==> src/hdl/ede_pkg.sv <==
// Shared types and constants for the edit distance engine.
package ede_pkg;

	localparam int MAX_LEN_DEF = 64;
	localparam int SYM_W       = 8;
	localparam int KIND_W      = 2;
	localparam int DIST_W      = 7;
	localparam int DIST_MAX    = (2 ** DIST_W) - 1;

	typedef enum logic [KIND_W-1:0] {
		KIND_FIRST  = 2'd0,
		KIND_SECOND = 2'd1,
		KIND_FINISH = 2'd2
	} kind_t;

	typedef enum logic [1:0] {
		ST_IDLE,
		ST_RUN,
		ST_DRAIN,
		ST_WAIT
	} state_t;

	// Control part of a row token that walks down the cell chain.
	typedef struct packed {
		logic             valid;
		logic             init;
		logic             last;
		logic [SYM_W-1:0] sym;
	} tok_t;

endpackage

==> src/hdl/ede_cell.sv <==
// One cell of the systolic chain: holds one second-string character and one cost column.
module ede_cell #(
	parameter int VW = 7
) (
	input  logic                     clk,
	input  logic                     arst_n,
	input  logic                     ld_en,
	input  logic [ede_pkg::SYM_W-1:0] ld_sym,
	input  logic                     active,
	input  ede_pkg::tok_t            tok_in,
	input  logic [VW-1:0]            val_in,
	output ede_pkg::tok_t            tok_out,
	output logic [VW-1:0]            val_out
);

	logic [ede_pkg::SYM_W-1:0] sym_q;
	logic [VW-1:0]             cur_q;
	logic [VW-1:0]             diag_q;
	logic [VW-1:0]             val_q;
	ede_pkg::tok_t             tok_q;
	logic [VW-1:0]             min_a;
	logic [VW-1:0]             min_b;
	logic [VW-1:0]             val_d;

	always_comb begin
		min_a = (val_in < cur_q) ? val_in : cur_q;
		min_b = (min_a < diag_q) ? min_a : diag_q;
		if (tok_in.init) begin
			// First row of the table: cost grows by one per active column.
			val_d = active ? (val_in + VW'(1)) : val_in;
		end else if (!active) begin
			val_d = val_in;
		end else if (tok_in.sym == sym_q) begin
			val_d = diag_q;
		end else begin
			val_d = min_b + VW'(1);
		end
	end

	always_ff @(posedge clk or negedge arst_n) begin
		if (!arst_n) begin
			tok_q <= '0;
		end else begin
			tok_q <= tok_in;
		end
	end

	always_ff @(posedge clk) begin
		if (ld_en) begin
			sym_q <= ld_sym;
		end
		if (tok_in.valid) begin
			cur_q  <= val_d;
			diag_q <= val_in;
			val_q  <= val_d;
		end
	end

	assign tok_out = tok_q;
	assign val_out = val_q;

endmodule

==> config.mk <==
export PLATFORM = sky130hd
export DESIGN_NAME = ede_cell
export DESIGN_NICKNAME = d
export VERILOG_FILES = /design/src/hdl/ede_pkg.sv /design/src/hdl/ede_cell.sv
export SDC_FILE = /design/constraint.sdc
export NUM_CORES = 1
export LEC_CHECK = 0
export BUFFER_PORTS_ARGS = -buffer_cell sky130_fd_sc_hd__buf_2
export CORE_AREA = 2 2 70 72
export DETAILED_ROUTE_END_ITERATION = 8
export DIE_AREA = 0 0 72 74
export GPL_TIMING_DRIVEN = 1
export PLACE_DENSITY_LB_ADDON = 0.2
export SKIP_CTS_REPAIR_TIMING = 1
export SLEW_MARGIN = 10
export SYNTH_ARGS = -nofsm -noshare
export SYNTH_HDL_FRONTEND = slang
export SYNTH_SLANG_ARGS = --single-unit
export TNS_END_PERCENT = 5
==> constraint.sdc <==
create_clock -name clk -period 4.9 [get_ports clk]
set_clock_uncertainty 0.1 [all_clocks]
set_input_delay 0.49 -clock clk [delete_from_list [all_inputs] [get_ports clk]]
set_output_delay 0.49 -clock clk [all_outputs]
set_load 0.005 [all_outputs]
==> flow_metrics.tcl, run 1 <==
set metrics [dict create \
    status "finished, final reports clean" \
    peakVddDrop_mv 0.245 \
    gr-total-overflow 0 \
    wl_microns 4740 \
    cp_max_fo 11 \
    first_pass_iters 5 \
    startpoint_type "flop" \
    portBuffers 47 \
    setup-tns-final_ps 0 \
    crit_path_end_kind "flop" \
    fp-row-count 25 \
    antenna_found_initial 0 \
    worstSetupPathType "flop to flop" \
    dp_slack_ps 357 \
    area_delta_synth_final_pct 20.9 \
    min_period_ps 4400 \
    dp_cells 305 \
    grt_pass1_vias 1659 \
    die_area_sq_um 5330 \
    final-hold-violation-count 0 \
    cts_num_sinks 33 \
    path_buf_inv 4 \
    clk_latency_ps 280 \
    synth_area_sq_um 2020 \
    critPathSlowestCell "edfxtp_1" \
    worst_pin_slew_ps 455 \
    cp.arrival_ps 4430 \
    hpwlAfterDp_microns 3760 \
    grt_pass1_wl_microns 7760 \
    fillers 443 \
    max_stage_delay_ps 430 \
    cts.path.max_buffers 2 \
    multi_input_area_sq_um 998 \
    yosysTopAreaCell "edfxtp_1" \
    synth_top_area_share_pct 32.8 \
    first_iter_violations 75 \
    die_h_microns 74 \
    diodes 0 \
    ys_seq_elements 33 \
    cts_tree "done" \
    htree_levels 2 \
    cp.required_ps 4930 \
    ys_top_cells_by_area "edfxtp_1, dfrtp_1, ha_1" \
    route.detailed.drc 0 \
    core_sq_um 4600 \
    initial_core_util_pct 43.9 \
    grt_max_degree 17 \
    routedWlPerCell_microns 15.1 \
    synthFlopType "edfxtp_1" \
    setup_viol_count_final 0 \
    post-route-period-util_pct 89.8 \
    rsz0062_at_grt "false" \
    async_reset_ff_share_pct 33.3 \
    clk_pin_slew_worst_paths_ps 70 \
    grtUsageTotal_pct 19.5 \
    seq_area_frac_synth_pct 46.4 \
    maxClockFrequency_mhz 227 \
    synth_cell_types 37 \
    num-nets-final 303 \
    boundaryPins 48 \
    worst_slack_ps 498 \
    synth_nets 249 \
    vias 1712 \
    ys_warn_count 0 \
    synth_edf_count 22 \
    die_w_microns 72 \
    final-max-slew-violation-count 0 \
    power.density_nw_per_um2 331 \
    relSlewSlack_pct 69.3 \
    path_delay_family "compound AO/OA/AOI/OAI gates" \
    layout.area.seq_sq_um 936 \
    place_congestion 0.930 \
    crit_chain "inv_1, ha_1, a21oi_1, o21ai_0, a21oi_4, buf_4, o21ai_0, ha_1, a211oi_1, nor2_1, nor3_1, buf_4, a21oi_2, a21oi_1, ha_1, inv_1, or3_1, xor2_1, a211oi_1, a21oi_1, o21ai_0" \
    ant_nets 0 \
    power_leakage_nw 1.11 \
    numCtsBuffers 5 \
    drive_gt1_share_pct 24.2 \
    avgSynthCellArea_sq_um 9.84 \
    cts_root_buffer "clkbuf_8" \
    cap_viol_max_count 0 \
    worstHoldPathType "input pin to flop" \
    postSynthCellCount 205 \
    instances_no_fill 314 \
    viasPerCell 5.45 \
]
flip-flops by register name (all words and copies together), names as in the netlist:
signal	cells
tok_out	11
sym_q	8
diag_q	7
val_out	7
layout by cell type, fill, tap and decap left out, types with 2 or more instances in the layout:
cell type,Yosys,routed
xnor2_1,4,4
a31oi_1,2,2
nor4_1,2,2
buf_4,0,5
a21oi_1,13,13
a211oi_1,3,3
a21o_1,4,4
o21ai_0,17,17
ha_1,14,14
nand2_1,24,24
and3_1,2,2
dfrtp_1,11,11
a22oi_1,3,3
edfxtp_1,22,22
or3_1,2,2
mux2_2,2,2
mux2i_1,6,6
inv_1,16,16
nor3_1,3,3
nor2_1,10,10
clkbuf_8,0,6
nand4_1,2,2
xor2_1,10,10
nor2b_1,2,2
buf_2,0,47
nand3_1,10,10
o21ai_1,3,3
path summary, 6_finish.rpt:
path,start,endpoint,slack [ps],cells after the start
max,val_out[6],val_out[6],500,21
min,tok_in[8],tok_out[8],220,1
max reg2reg,val_out[6],val_out[6],500,21
min reg2reg,diag_q[3],val_out[3],680,3
max in group asynchronous,arst_n,tok_out[9],3980,2
min in group asynchronous,arst_n,tok_out[7],510,2
layout make-up:
class                   count  share of cell area [%]
multi-input cells         150                    40.9
flip-flops and latches     33                    38.4
repair buffers             53                    11.6
clock buffers               7                    3.54
well taps                  54                    2.77
inverters                  16                    2.46
clock inverters             1                   0.308
per-stage QoR:
stage                     hold slack, ps  util (%)  power, mW  instance area (sq um)
after floorplan                     94.4         -      0.504                   2020
after global placement               275      50.8      0.598                   2330
after detailed placement             275      50.8      0.601                   2330
after CTS                          -32.4      52.8      0.813                   2430
after global routing                 214      53.0      0.865                   2440
final                                222      53.0      0.808                   2440
metal layers:
| metal | global-route usage [%] | share of wire, % | up-vias | routed length [microns] |
|---|---|---|---|---|
| li1 | - | - | 850 | - |
| met1 | 24.4 | 43 | 808 | 2030 |
| met2 | 34.3 | 50 | 50 | 2380 |
| met3 | 3.79 | 5.7 | 4 | 271 |
| met4 | 6.08 | 1.2 | 0 | 55 |
| met5 | 0 | 0 | - | 0 |
kinds of logic (layout without fill, tap and decap cells):
family	after synthesis	in the layout	synth area share (%)
flip-flops	33	33	46.4
buffers and inverters	22	77	4.09
AND/OR/NAND/NOR	59	59	13.3
adder cells (fa/ha/maj)	14	14	8.68
AO/OA/AOI/OAI	55	55	17.3
multiplexers	8	8	4.09
XOR/XNOR	14	14	6.08
cells in the mapped netlist (2+ instances only):
cell type,n
nand2_1,24
edfxtp_1,22
o21ai_0,17
inv_1,16
ha_1,14
a21oi_1,13
dfrtp_1,11
nand3_1,10
nor2_1,10
xor2_1,10
clkbuf_1,6
mux2i_1,6
a21o_1,4
xnor2_1,4
a211oi_1,3
a22oi_1,3
nor3_1,3
o21ai_1,3
a31oi_1,2
and3_1,2
mux2_2,2
nand4_1,2
nor2b_1,2
nor4_1,2
or3_1,2
power breakdown:
part / switching [mW] / internal (mW)
sequential: 0.0139 / 0.323
clock: 0.0970 / 0.114
combinational: 0.146 / 0.113
No activity file was read; power rests on OpenSTA's default activity.
==> inputs of run 2 (changes only) <==
ABC_AREA = 1   (was unset)
CORE_AREA = 2 2 72 74   (was 2 2 70 72)
DIE_AREA = 0 0 74 76   (was 0 0 72 74)
RECOVER_POWER = 50   (was unset)
==> flow_metrics.tcl, run 2 <==
set metrics [dict create \
    status "finished, final reports clean" \
    ys_warn_count 0 \
    seq_area_frac_synth_pct 44.9 \
    synth_compound_area_share_pct 12.4 \
    cts.path.max_buffers 2 \
    numCtsBuffers 5 \
    worstSetupPathType "flop to flop" \
    die_w_microns 74 \
    area_delta_synth_final_pct 18.3 \
    maxClockFrequency_mhz 257 \
    hpwlAfterDp_microns 3550 \
    avgSynthCellArea_sq_um 9.40 \
    synth_commonest_cells "nand2_1, inv_1, edfxtp_1, a21oi_1, ha_1" \
    cp_max_fo 13 \
    wl_met1_microns 1930 \
    power.total_mw 0.846 \
    routedWlPerCell_microns 13.1 \
    route.detailed.drc 0 \
    cts_num_sinks 33 \
    core_sq_um 4910 \
    layout.area.seq_sq_um 936 \
    startpoint_type "flop" \
    peakVddDrop_mv 0.187 \
    wl_met3_microns 270 \
    dp_slack_ps 761 \
    multi_input_area_sq_um 1000 \
    crit_path_end_kind "flop" \
    setup_viol_count_final 0 \
    ys_seq_elements 33 \
    largest_reg_flops 11 \
    die_area_sq_um 5620 \
    cap_viol_max_count 0 \
    synth.most_common_cell "nand2_1" \
    grt_pass1_wl_microns 7580 \
    met2_wirelength_microns 2220 \
    synth_cell_types 29 \
    postSynthCellCount 222 \
    first_pass_iters 4 \
    rsz0062_at_grt "false" \
    power_leakage_nw 1.15 \
    cts_tree "done" \
    grt_max_degree 16 \
    clk_latency_ps 290 \
    initial_core_util_pct 42.5 \
    async_reset_ff_share_pct 33.3 \
    cp.required_ps 4850 \
    dr.max_layer_used "met4" \
    synth_nets 266 \
    ant_nets 0 \
    relSlewSlack_pct 39.1 \
    place_congestion 0.820 \
    drive_gt1_share_pct 24.7 \
    worst_slack_ps 1010 \
    ys_top_cells_by_area "edfxtp_1, dfrtp_1, ha_1" \
    grt_pass1_vias 1627 \
    synth_top_family_by_area "simple AND/OR/NAND/NOR gates" \
    mostFrequentLayoutCells "nand2_1, inv_1, buf_2" \
    cts_root_buffer "clkbuf_8" \
    power.density_nw_per_um2 343 \
    min_period_ps 3890 \
    synth_edf_count 22 \
    yosysTopAreaCell "edfxtp_1" \
    boundaryPins 48 \
    final_common_cell "nand2_1" \
    post-route-period-util_pct 79.3 \
    gr-total-overflow 0 \
    synth-simple-area-share_pct 22.6 \
    hold_slack_ps 210 \
    synthFlopType "edfxtp_1" \
    viasPerCell 4.70 \
    fp-row-count 26 \
    cp.arrival_ps 3830 \
    portBuffers 47 \
    muxShareOfSynthArea_pct 0 \
    final-max-slew-violation-count 0 \
    htree_levels 2 \
    first_iter_violations 47 \
    synth_top_area_share_pct 31.7 \
    clk_pin_slew_worst_paths_ps 70 \
    synth-adder-area-share_pct 8.40 \
    worstHoldPathType "input pin to flop" \
    diodes 0 \
    worst_pin_slew_ps 914 \
    synth_area_sq_um 2090 \
    wl_microns 4510 \
    num-nets-final 318 \
    grtUsageTotal_pct 17.8 \
    setup-tns-final_ps 0 \
    fillers 483 \
    postLayoutCoreUtil_pct 50.2 \
    final-hold-violation-count 0 \
    vias 1622 \
    die_h_microns 76 \
    synth_xor_area_share_pct 4.62 \
    antenna_found_initial 0 \
]
-- run 2: changes by cell type in the layout (fill, tap and decap cells not counted), sizes merged, moves of 3 or more --
cell / delta
buf: -24
xnor2: -3
o21ai: -5
a21o: -4
nand2: +32
nand3: +4
o21bai: +3
inv: +17
clkbuf: +19
nor3: -3
mux2i: -6
-- run 2: cells by family after synthesis --
kind of cell,count (synthesis)
DFF,33
buffers and inverters,37
AOI/OAI and AO/OA,41
and+or+nand+nor,86
adders and majority gates,14
xor gates and xnor gates,11
-- run 2: path summary, 6_finish.rpt --
| kind | startpoint | end | slack (ps) | cells past startpoint |
|---|---|---|---|---|
| worst max-delay path | val_out[6] | val_out[6] | 1010 | 21 |
| worst min-delay path | tok_in[8] | tok_out[8] | 210 | 1 |
| worst max register to register | val_out[6] | val_out[6] | 1010 | 21 |
| worst min register to register | diag_q[6] | val_out[6] | 670 | 4 |
| max in group asynchronous | arst_n | tok_out[5] | 3710 | 2 |
| min in group asynchronous | arst_n | tok_out[4] | 600 | 2 |
-- run 2: cell type report --
type / count / area share, %
sequential: 33 / 37.9
timing repair buffer: 48 / 8.98
clock inverter: 1 / 0.304
multi-input combinational: 152 / 40.6
tap: 70 / 3.55
inverter: 34 / 5.17
clock buffer: 7 / 3.50
-- run 2: layer usage --
layer	track usage (%)	up-vias
met1	22.6	724
li1	-	844
met5	0	-
met3	4.76	9
met4	6.55	0
met2	28.7	45
-- run 2: metrics by stage --
step | instance area, sq um | std cells
3_3_place_gp | 2390 | 336
2_1_floorplan | 2090 | 222
6_report | 2470 | 345
5_1_grt | 2470 | 345
4_1_cts | 2480 | 344
3_5_place_dp | 2390 | 336
-- run 2: worst max-delay path: stages, from the launching register on --
cell	delay, ps
edfxtp_1	410
inv_1	80
ha_1	230
nand2_1	110
inv_2	40
a21oi_2	200
nand2_2	200
o21ai_0	370
ha_1	300
nand2_1	70
nor2_1	70
a211oi_4	380
nand3_1	160
nand2_2	130
ha_1	230
nand2_4	70
nor2_4	120
nand2_1	60
nand2_1	50
nand3_1	80
nand2_1	110
a21oi_2	50
-- run 2: where the power goes --
part	switching (mW)	total (mW)	internal, mW	leakage (nW)
Sequential	0.0123	0.336	0.323	0.343
Combinational	0.183	0.295	0.111	0.766
Clock	0.101	0.215	0.114	0.0445
Total	0.297	0.846	0.549	1.15
