==> config.mk <==
export PLATFORM = sky130hd
export DESIGN_NAME = ede_seq
export DESIGN_NICKNAME = d
export VERILOG_FILES = /design/src/hdl/ede_pkg.sv /design/src/hdl/ede_seq.sv
export SDC_FILE = /design/constraint.sdc
export NUM_CORES = 1
export LEC_CHECK = 0
export BUFFER_PORTS_ARGS = -buffer_cell sky130_fd_sc_hd__buf_4
export CAP_MARGIN = 40
export CORE_MARGIN = 8
export CORE_UTILIZATION = 30
export CTS_CLUSTER_DIAMETER = 80
export CTS_CLUSTER_SIZE = 25
export DETAILED_ROUTE_END_ITERATION = 10
export PLACE_DENSITY = 0.48
export SYNTH_ARGS = -nofsm -noshare
export SYNTH_HDL_FRONTEND = slang
export SYNTH_SLANG_ARGS = --single-unit
==> constraint.sdc <==
create_clock -name clk -period 4.5 [get_ports clk]
set_input_delay 1.35 -clock clk [delete_from_list [all_inputs] [get_ports clk]]
set_output_delay 1.35 -clock clk [all_outputs]
set_load 0.01 [all_outputs]
==> src/hdl/ede_pkg.sv <==
// Shared types and constants for the edit distance engine.
package ede_pkg;

	localparam int MAX_LEN_DEF = 64;
	localparam int SYM_W       = 8;
	localparam int KIND_W      = 2;
	localparam int DIST_W      = 7;
	localparam int DIST_MAX    = (2 ** DIST_W) - 1;

	typedef enum logic [KIND_W-1:0] {
		KIND_FIRST  = 2'd0,
		KIND_SECOND = 2'd1,
		KIND_FINISH = 2'd2
	} kind_t;

	typedef enum logic [1:0] {
		ST_IDLE,
		ST_RUN,
		ST_DRAIN,
		ST_WAIT
	} state_t;

	// Control part of a row token that walks down the cell chain.
	typedef struct packed {
		logic             valid;
		logic             init;
		logic             last;
		logic [SYM_W-1:0] sym;
	} tok_t;

endpackage

==> src/hdl/ede_seq.sv <==
// Load control, first-string memory, row sequencer and result register.
module ede_seq #(
	parameter int MAX_LEN = ede_pkg::MAX_LEN_DEF,
	localparam int CW = $clog2(MAX_LEN + 1),
	localparam int AW = (MAX_LEN > 1) ? $clog2(MAX_LEN) : 1
) (
	input  logic                        clk,
	input  logic                        arst_n,
	input  logic                        s_valid,
	output logic                        s_ready,
	input  logic [ede_pkg::KIND_W-1:0]  s_kind,
	input  logic [ede_pkg::SYM_W-1:0]   s_sym,
	output logic                        m_valid,
	input  logic                        m_ready,
	output logic [ede_pkg::DIST_W-1:0]  m_dist,
	output logic                        m_too_long,
	output ede_pkg::tok_t               src_tok,
	output logic [CW-1:0]               src_val,
	input  ede_pkg::tok_t               tail_tok,
	input  logic [CW-1:0]               tail_val,
	output logic                        ld_second,
	output logic [CW-1:0]               second_cnt
);

	localparam int EW = CW + ede_pkg::DIST_W;

	ede_pkg::state_t state_q, state_d;

	logic [ede_pkg::SYM_W-1:0] first_mem [MAX_LEN];
	logic [ede_pkg::SYM_W-1:0] rd_q;
	logic [CW-1:0]             first_cnt_q;
	logic [CW-1:0]             second_cnt_q;
	logic [CW-1:0]             row_q;
	logic                      ovf_q;
	logic                      ld_first;
	logic                      set_ovf;
	logic                      clear;
	logic                      out_free;
	logic [EW-1:0]             tail_ext;
	logic [ede_pkg::DIST_W-1:0] res_q;
	logic                      m_valid_q;
	logic [ede_pkg::DIST_W-1:0] m_dist_q;
	logic                      m_too_long_q;

	assign out_free = !m_valid_q || m_ready;
	assign tail_ext = {{ede_pkg::DIST_W{1'b0}}, tail_val};

	always_comb begin
		state_d   = state_q;
		s_ready   = 1'b0;
		ld_first  = 1'b0;
		ld_second = 1'b0;
		set_ovf   = 1'b0;
		clear     = 1'b0;
		unique case (state_q)
			ede_pkg::ST_IDLE: begin
				s_ready = 1'b1;
				if (s_valid) begin
					unique case (ede_pkg::kind_t'(s_kind))
						ede_pkg::KIND_FIRST: begin
							if (first_cnt_q < CW'(MAX_LEN)) ld_first = 1'b1;
							else set_ovf = 1'b1;
						end
						ede_pkg::KIND_SECOND: begin
							if (second_cnt_q < CW'(MAX_LEN)) ld_second = 1'b1;
							else set_ovf = 1'b1;
						end
						ede_pkg::KIND_FINISH: state_d = ede_pkg::ST_RUN;
						default: ;
					endcase
				end
			end
			ede_pkg::ST_RUN: begin
				if (row_q == first_cnt_q) state_d = ede_pkg::ST_DRAIN;
			end
			ede_pkg::ST_DRAIN: begin
				if (tail_tok.valid && tail_tok.last) state_d = ede_pkg::ST_WAIT;
			end
			ede_pkg::ST_WAIT: begin
				if (out_free) begin
					state_d = ede_pkg::ST_IDLE;
					clear   = 1'b1;
				end
			end
			default: state_d = ede_pkg::ST_IDLE;
		endcase
	end

	// Row tokens: row 0 seeds the chain, rows 1..n carry first-string characters.
	always_comb begin
		src_tok.valid = (state_q == ede_pkg::ST_RUN);
		src_tok.init  = (row_q == '0);
		src_tok.last  = (row_q == first_cnt_q);
		src_tok.sym   = rd_q;
		src_val       = row_q;
	end

	always_ff @(posedge clk or negedge arst_n) begin
		if (!arst_n) begin
			state_q      <= ede_pkg::ST_IDLE;
			first_cnt_q  <= '0;
			second_cnt_q <= '0;
			ovf_q        <= 1'b0;
			row_q        <= '0;
			m_valid_q    <= 1'b0;
		end else begin
			state_q <= state_d;
			if (clear) begin
				first_cnt_q  <= '0;
				second_cnt_q <= '0;
				ovf_q        <= 1'b0;
			end else begin
				if (ld_first) first_cnt_q <= first_cnt_q + CW'(1);
				if (ld_second) second_cnt_q <= second_cnt_q + CW'(1);
				if (set_ovf) ovf_q <= 1'b1;
			end
			if (state_q == ede_pkg::ST_RUN) row_q <= row_q + CW'(1);
			else row_q <= '0;
			if (state_q == ede_pkg::ST_WAIT && out_free) m_valid_q <= 1'b1;
			else if (m_ready) m_valid_q <= 1'b0;
		end
	end

	always_ff @(posedge clk) begin
		if (ld_first) begin
			first_mem[first_cnt_q[AW-1:0]] <= s_sym;
		end
		if (state_q == ede_pkg::ST_RUN && row_q < first_cnt_q) begin
			rd_q <= first_mem[row_q[AW-1:0]];
		end
		if (state_q == ede_pkg::ST_DRAIN && tail_tok.valid && tail_tok.last) begin
			res_q <= (tail_ext > EW'(ede_pkg::DIST_MAX)) ?
				ede_pkg::DIST_W'(ede_pkg::DIST_MAX) : tail_ext[ede_pkg::DIST_W-1:0];
		end
		if (state_q == ede_pkg::ST_WAIT && out_free) begin
			m_dist_q     <= res_q;
			m_too_long_q <= ovf_q;
		end
	end

	assign m_valid    = m_valid_q;
	assign m_dist     = m_dist_q;
	assign m_too_long = m_too_long_q;
	assign second_cnt = second_cnt_q;

	a_cnt_bound: assert property (@(posedge clk) disable iff (!arst_n)
		first_cnt_q <= CW'(MAX_LEN) && second_cnt_q <= CW'(MAX_LEN))
		else $error("string count beyond bound");

	a_tail_window: assert property (@(posedge clk) disable iff (!arst_n)
		tail_tok.valid |-> (state_q == ede_pkg::ST_RUN || state_q == ede_pkg::ST_DRAIN))
		else $error("row token left the chain outside a run");

	a_last_ends_drain: assert property (@(posedge clk) disable iff (!arst_n)
		(state_q == ede_pkg::ST_DRAIN && tail_tok.valid && tail_tok.last)
		|=> state_q == ede_pkg::ST_WAIT)
		else $error("final row did not end the drain");

	a_cleared: assert property (@(posedge clk) disable iff (!arst_n)
		(state_q == ede_pkg::ST_WAIT && out_free)
		|=> (first_cnt_q == '0 && second_cnt_q == '0 && !ovf_q && m_valid_q))
		else $error("strings not cleared after result");

endmodule

==> results.py, run 1 <==
metrics = {
    "status": {
        "status": "finished, final reports clean",
    },
    "cts": {
        "clock_path_buffers": 3,
        "clock_latency_ns": 0.63,
        "clock_sinks": 560,
        "cts_inserted_buffers": 29,
        "postCtsSetupRepairBufs": 0,
        "cts_hold_buffers": 0,
        "cts-root-buf": "clkbuf_16",
        "cts_tree": "done",
        "htreeDepth": 1,
        "clk_pin_slew_ns": 0.09,
        "cts_resized": 0,
    },
    "floorplan": {
        "core_mm2": 0.07296,
        "initial_core_util": 0.3027,
        "row_count": 99,
        "die_height_um": 287.3,
        "pin_count": 68,
        "die_x_um": 287.3,
        "die_area_mm2": 0.08256,
    },
    "setup_path": {
        "cp_num_buf_inv": 3,
        "critPathCaptureType": "primary output",
        "cp-startpoint": "src_val[1]",
        "endpoint": "src_tok[9]",
        "path_max_fanout": 19,
        "crit_path_top_delay_cell": "dfrtp_4",
        "crit_chain": "inv_2 > ha_1 > nand2b_1 > nor4_1 > buf_4 > buf_4",
        "critPathKind": "flop to primary output",
        "r2r-end": "rd_q[2]",
        "cp_data_required_time_ns": 3.15,
        "cp_slowest_stage_delay_ns": 0.59,
        "cpMostUsedCell": "buf_4",
        "reg2reg_depth": 7,
        "path_delay_family": "buffers and inverters",
        "cp_data_arrival_time_ns": 2.63,
        "cp.depth": 6,
        "r2r_start": "src_val[0]",
        "r2r_setup_slack_ns": 1.37,
        "worstSetupStartpointType": "flop",
    },
    "placement": {
        "gp_congestion": 0.7811,
        "dp_hpwl_mm": 33.38,
        "io_buffer_count": 58,
    },
    "synth": {
        "yosys.cell_types.count": 47,
        "synth_edf_count": 535,
        "syn_area_mm2": 0.02209,
        "ys_seq_area_frac": 0.7557,
        "syn_inst": 1136,
        "yosys_most_used_dff": "edfxtp_1",
        "syn-num-nets": 1184,
        "async_flop_share": 0.04464,
        "ys_ff_latch": 560,
        "yosysWarnings": 0,
        "syn_avg_cell_area_um2": 19.44,
    },
    "global_route": {
        "antenna_found_initial": 1,
        "grtUsageTotal": 0.1282,
        "grt_start_max_net_pins": 65,
        "grt_pass1_wl_mm": 78.38,
        "gr-total-overflow": 0,
        "grt_pass1_vias": 11260,
    },
    "final_layout": {
        "n_antenna_cell": 0,
        "drive_gt1_frac": 0.2128,
        "final_util": 0.3380,
        "num-nets-final": 1265,
        "syn2layout_area_growth_pct": 11.64,
    },
    "routing": {
        "drt_iter0_drc": 766,
        "ant_nets": 0,
        "vias": 10780,
        "viasPerCell": 4.923,
        "routedWlPerCell_um": 24.60,
        "first_pass_iters": 5,
        "drcViolationCount": 0,
        "wirelength_mm": 53.87,
    },
    "sta": {
        "skew_ns": 0.03329,
        "finalHoldViolCount": 0,
        "min_period_over_period": 0.8851,
        "slew_viol_final": 0,
        "relSlewSlack": 0.4148,
        "grt_setup_unrepaired": "false",
        "worst_slew_pin_slew_ns": 0.8746,
        "setup_tns_ns": 0,
        "setup_viol": 0,
        "fin_crit_ns": 3.983,
        "fmax_ghz": 0.2511,
    },
    "pwr": {
        "cellPowerDensity_mw_per_mm2": 353.6,
        "power_leakage_nw": 8.150,
        "ir_drop_uv": 221.4,
    },
    "flow_run": {
        "cap_viol_max_count": 0,
    },
    "worst_hold_path": {
        "min-delay-path-class": "flop to flop",
    },
}
==> cells in the mapped netlist, types with 10 or more instances <==
| cell type | count | area, µm² |
|---|---|---|
| edfxtp_1 | 535 | 16070 |
| mux4_2 | 97 | 2185 |
| mux2i_1 | 88 | 880.8 |
| nor2_1 | 82 | 307.8 |
| nand2_1 | 35 | 131.4 |
| o22ai_1 | 31 | 193.9 |
| a211oi_1 | 29 | 217.7 |
| clkbuf_1 | 25 | 93.84 |
| dfrtp_1 | 25 | 625.6 |
| o21ai_0 | 23 | 115.1 |
| buf_2 | 19 | 95.09 |
| ha_1 | 16 | 200.2 |
| nand3_1 | 11 | 55.05 |
| inv_1 | 10 | 37.54 |
==> state kept, by name, summed over array words and instances, names as in the netlist <==
signal,cells
res_q,7
first_mem,512
state_q,2
second_cnt,7
src_val,7
m_valid,1
m_dist,7
m_too_long,1
rd_q,8
first_cnt_q,7
ovf_q,1
==> worst register-to-register path, stage by stage, from the launching register on <==
cell and delay (ns):
dfrtp_4 0.72, buf_4 0.42, buf_4 0.37, mux2i_1 0.24
o22ai_1 0.14, a211oi_1 0.56, o21ai_0 0.23, and4_1 0.25
==> cells by family (layout without fill, tap and decap cells) <==
| kind of cell | Yosys count | in the layout | share of synthesized area |
|---|---|---|---|
| XOR/XNOR | 13 | 13 | 0.005155 |
| buffers and inverters | 75 | 170 | 0.01971 |
| multiplexers | 186 | 186 | 0.1393 |
| AO/OA/AOI/OAI | 107 | 107 | 0.03206 |
| adder cells (fa/ha/maj) | 16 | 16 | 0.009064 |
| flip-flops | 560 | 560 | 0.7557 |
| AND/OR/NAND/NOR | 179 | 179 | 0.03898 |
==> stage by stage <==
step | instances | total power, W | hold slack [ns] | area (µm²) | worst slack (ns)
2_1_floorplan | 1136 | 0.005818 | 0.4003 | 22090 | 1.172
3_3_place_gp | 2138 | 0.005916 | 0.4010 | 23720 | 0.8842
3_5_place_dp | 2145 | 0.005922 | 0.4066 | 23790 | 0.8391
4_1_cts | 2190 | 0.008817 | 0.4296 | 24660 | 0.4812
5_1_grt | 2190 | 0.008971 | 0.4349 | 24660 | 0.3933
6_report | 2190 | 0.008719 | 0.4267 | 24660 | 0.5168
==> layout by cell type (no fill, tap or decap), types with 2 or more instances in the layout <==
cell type	n
edfxtp_1	535
buf_4	110
mux4_2	97
mux2i_1	88
nor2_1	82
nand2_1	35
o22ai_1	31
a211oi_1	29
clkbuf_16	29
o21ai_0	23
dfrtp_1	22
ha_1	16
nand3_1	11
inv_1	10
xnor2_1	9
a32oi_1	7
and4_1	7
or3_1	7
nand2b_1	7
nand4_1	7
and2_1	7
a21oi_1	5
inv_8	5
xor2_1	4
o21ai_1	3
nor4_1	3
nor2b_1	3
clkinv_1	3
o21a_1	2
nand3b_1	2
nor3_1	2
clkinvlp_4	2
buf_8	2
dfrtp_4	2
==> routing by layer <==
metal  GRT usage  part of all wire  wire length, µm
met1      0.1783              0.45            24120
met2      0.2101              0.48            25610
met3     0.01881             0.052             2800
met4     0.03207             0.025             1331
met5           0                 0                0
==> power by group <==
group | internal (W) | switching (W)
registers | 0.00569 | 0
clock network | 0.00122 | 0.00170
logic | 0.0000135 | 0.0000884
total | 0.00693 | 0.00179
==> area by class of cell <==
type / count / area (µm²)
Clock buffer: 30 / 729.5
Clock inverter: 15 / 141.4
Inverter: 11 / 41.29
Sequential cell: 560 / 16700
Fill cell: 6900 / 48300
Timing Repair Buffer: 114 / 879.6
Multi-Input combinational cell: 501 / 4966
Tap cell: 959 / 1200
==> worst min path at each step <==
| stage | from | end | slack (ns) | depth (start not counted) |
|---|---|---|---|---|
| global route | res_q[4] | m_dist[4] | 0.43 | 0 |
| detailed placement | res_q[0] | m_dist[0] | 0.41 | 0 |
| floorplan | res_q[0] | m_dist[0] | 0.40 | 0 |
| CTS | res_q[0] | m_dist[0] | 0.43 | 0 |
| finish | res_q[0] | m_dist[0] | 0.43 | 0 |
| global placement | res_q[3] | m_dist[3] | 0.40 | 0 |
(Power assumes the default switching activity.)
==> inputs of run 2 (changes only) <==
--- a/config.mk
+++ b/config.mk
@@ -5,7 +5,7 @@
 export SDC_FILE = /design/constraint.sdc
 export NUM_CORES = 1
 export LEC_CHECK = 0
-export BUFFER_PORTS_ARGS = -buffer_cell sky130_fd_sc_hd__buf_4
+export BUFFER_PORTS_ARGS = -buffer_cell sky130_fd_sc_hd__buf_2
 export CAP_MARGIN = 40
 export CORE_MARGIN = 8
 export CORE_UTILIZATION = 30
==> results.py, run 2 (same netlist as run 1, synthesis figures left out) <==
metrics = {
    "floorplan": {
        "core_mm2": 0.07296,
        "initial_core_util": 0.3027,
        "pin_count": 68,
        "die_area_mm2": 0.08256,
        "die_x_um": 287.3,
        "die_height_um": 287.3,
        "row_count": 99,
    },
    "setup_path": {
        "cp_data_required_time_ns": 3.15,
        "worstSetupStartpointType": "flop",
        "cp_num_buf_inv": 3,
        "cp_data_arrival_time_ns": 2.60,
        "cp.depth": 6,
        "endpoint": "src_tok[9]",
        "critPathCaptureType": "primary output",
        "reg2reg_depth": 6,
        "path_delay_family": "buffers and inverters",
        "r2r_setup_slack_ns": 1.33,
        "cp-startpoint": "src_val[1]",
        "critPathKind": "flop to primary output",
        "crit_chain": "inv_2 > ha_1 > nand2b_1 > nor4_1 > buf_4 > buf_2",
        "cp_slowest_stage_delay_ns": 0.65,
        "crit_path_top_delay_cell": "dfrtp_4",
        "path_max_fanout": 22,
        "r2r_start": "src_val[0]",
        "r2r-end": "rd_q[2]",
    },
    "cts": {
        "cts-root-buf": "clkbuf_16",
        "cts_resized": 0,
        "postCtsSetupRepairBufs": 0,
        "clk_pin_slew_ns": 0.09,
        "clock_sinks": 560,
        "htreeDepth": 1,
        "cts_tree": "done",
        "clock_path_buffers": 3,
        "clock_latency_ns": 0.60,
        "cts_hold_buffers": 0,
        "cts_inserted_buffers": 29,
    },
    "final_layout": {
        "fin_area_mm2": 0.02469,
        "largest_reg_flops": 512,
        "n_antenna_cell": 0,
        "fill_cells": 6885,
        "syn2layout_area_growth_pct": 11.80,
        "fin_cells": 2196,
        "layout_commonest_cell": "edfxtp_1",
        "multi_input_area_mm2": 0.004966,
        "num-nets-final": 1269,
        "layout_common_cells": "edfxtp_1 (535), mux4_2 (97), mux2i_1 (88)",
        "drive_gt1_frac": 0.2150,
        "final_util": 0.3384,
        "seqCellArea_mm2": 0.01670,
    },
    "routing": {
        "routedWlPerCell_um": 24.43,
        "vias": 10680,
        "drt_iter0_drc": 1041,
        "first_pass_iters": 5,
        "wirelength_mm": 53.64,
        "viasPerCell": 4.865,
        "drcViolationCount": 0,
        "ant_nets": 0,
    },
    "worst_hold_path": {
        "min-delay-path-class": "flop to flop",
        "hold_start": "res_q[6]",
    },
    "placement": {
        "placed_area_mm2": 0.02378,
        "dp_hpwl_mm": 34.83,
        "io_buffer_count": 58,
        "gp_congestion": 0.7544,
        "dp_cells": 2148,
    },
    "flow_run": {
        "cap_viol_max_count": 0,
    },
    "sta": {
        "grt_setup_unrepaired": "false",
        "worst_slew_pin_slew_ns": 0.8461,
        "skew_ns": 0.01528,
        "fmax_ghz": 0.2532,
        "setup_tns_ns": 0,
        "min_period_over_period": 0.8777,
        "slew_viol_final": 0,
        "relSlewSlack": 0.4214,
        "holdWs_ns": 0.4234,
        "finalHoldViolCount": 0,
        "setup_viol": 0,
        "fin_crit_ns": 3.950,
    },
    "status": {
        "status": "finished, final reports clean",
    },
    "global_route": {
        "gr-usage-met2": 0.2116,
        "gr-total-overflow": 0,
        "grt_pass1_wl_mm": 78.45,
        "use_met1": 0.1814,
        "grt_start_max_net_pins": 62,
        "busiest_layer": "met2",
        "grt_pass1_vias": 11290,
        "antenna_found_initial": 3,
        "use_met3": 0.01968,
        "grtUsageTotal": 0.1282,
    },
    "pwr": {
        "cellPowerDensity_mw_per_mm2": 357.8,
        "ir_drop_uv": 291.7,
        "power_leakage_nw": 8.193,
    },
}
[run 2: cell types whose count changed in the layout (fill, tap and decap cells not counted), moves of 2 or more]
| cell | delta |
|---|---|
| buf_2 | +58 |
| inv_6 | +3 |
| inv_8 | -5 |
| buf_4 | -62 |
| clkinv_1 | -2 |
| buf_12 | +8 |
| bufinv_16 | +2 |
| clkinvlp_4 | -2 |
| clkbuf_1 | +5 |
[run 2: cell type report]
| class | instances | share of cell area |
|---|---|---|
| clock buffer | 35 | 0.03030 |
| clock inverter | 12 | 0.006537 |
| inverter | 11 | 0.001672 |
| multi-input combinational | 501 | 0.2011 |
| sequential | 560 | 0.6763 |
| tap | 959 | 0.04859 |
| timing repair buffer | 118 | 0.03547 |
[run 2: metrics by stage]
step	power [W]	worst slack, ns
after floorplan	0.005818	1.172
after CTS	0.008927	0.4865
after global placement	0.005917	0.9104
after global routing	0.009098	0.4110
after detailed placement	0.005931	0.8074
final	0.008835	0.5502
[run 2: power by group]
group / total (W) / internal [W] / switching, W
logic: 0.000115 / 0.0000222 / 0.0000932
registers: 0.00569 / 0.00569 / 0
clock network: 0.00303 / 0.00134 / 0.00169
total: 0.00883 / 0.00705 / 0.00178
[run 2: how the worst min path moves through the flow]
stage               cells past startpoint         to
floorplan                               0  m_dist[0]
global placement                        0  m_dist[2]
detailed placement                      0  m_dist[4]
CTS                                     0  m_dist[5]
global route                            0  m_dist[3]
finish                                  0  m_dist[6]
[run 2: routing by layer]
layer | vias up | wire [µm] | share of wire
met1 | 5700 | 24920 | 0.46
li1 | 4745 | - | -
met5 | - | 0 | 0
met3 | 42 | 2299 | 0.043
met2 | 197 | 25720 | 0.48
met4 | 0 | 703 | 0.013
[run 2: worst register-to-register path, delay by kind of cell, from the launching register on]
family	cells	cell delay, ns
AO/OA/AOI/OAI	3	1.14
flip-flops	1	0.77
buffers and inverters	1	0.46
AND/OR/NAND/NOR	1	0.30
multiplexers	1	0.26
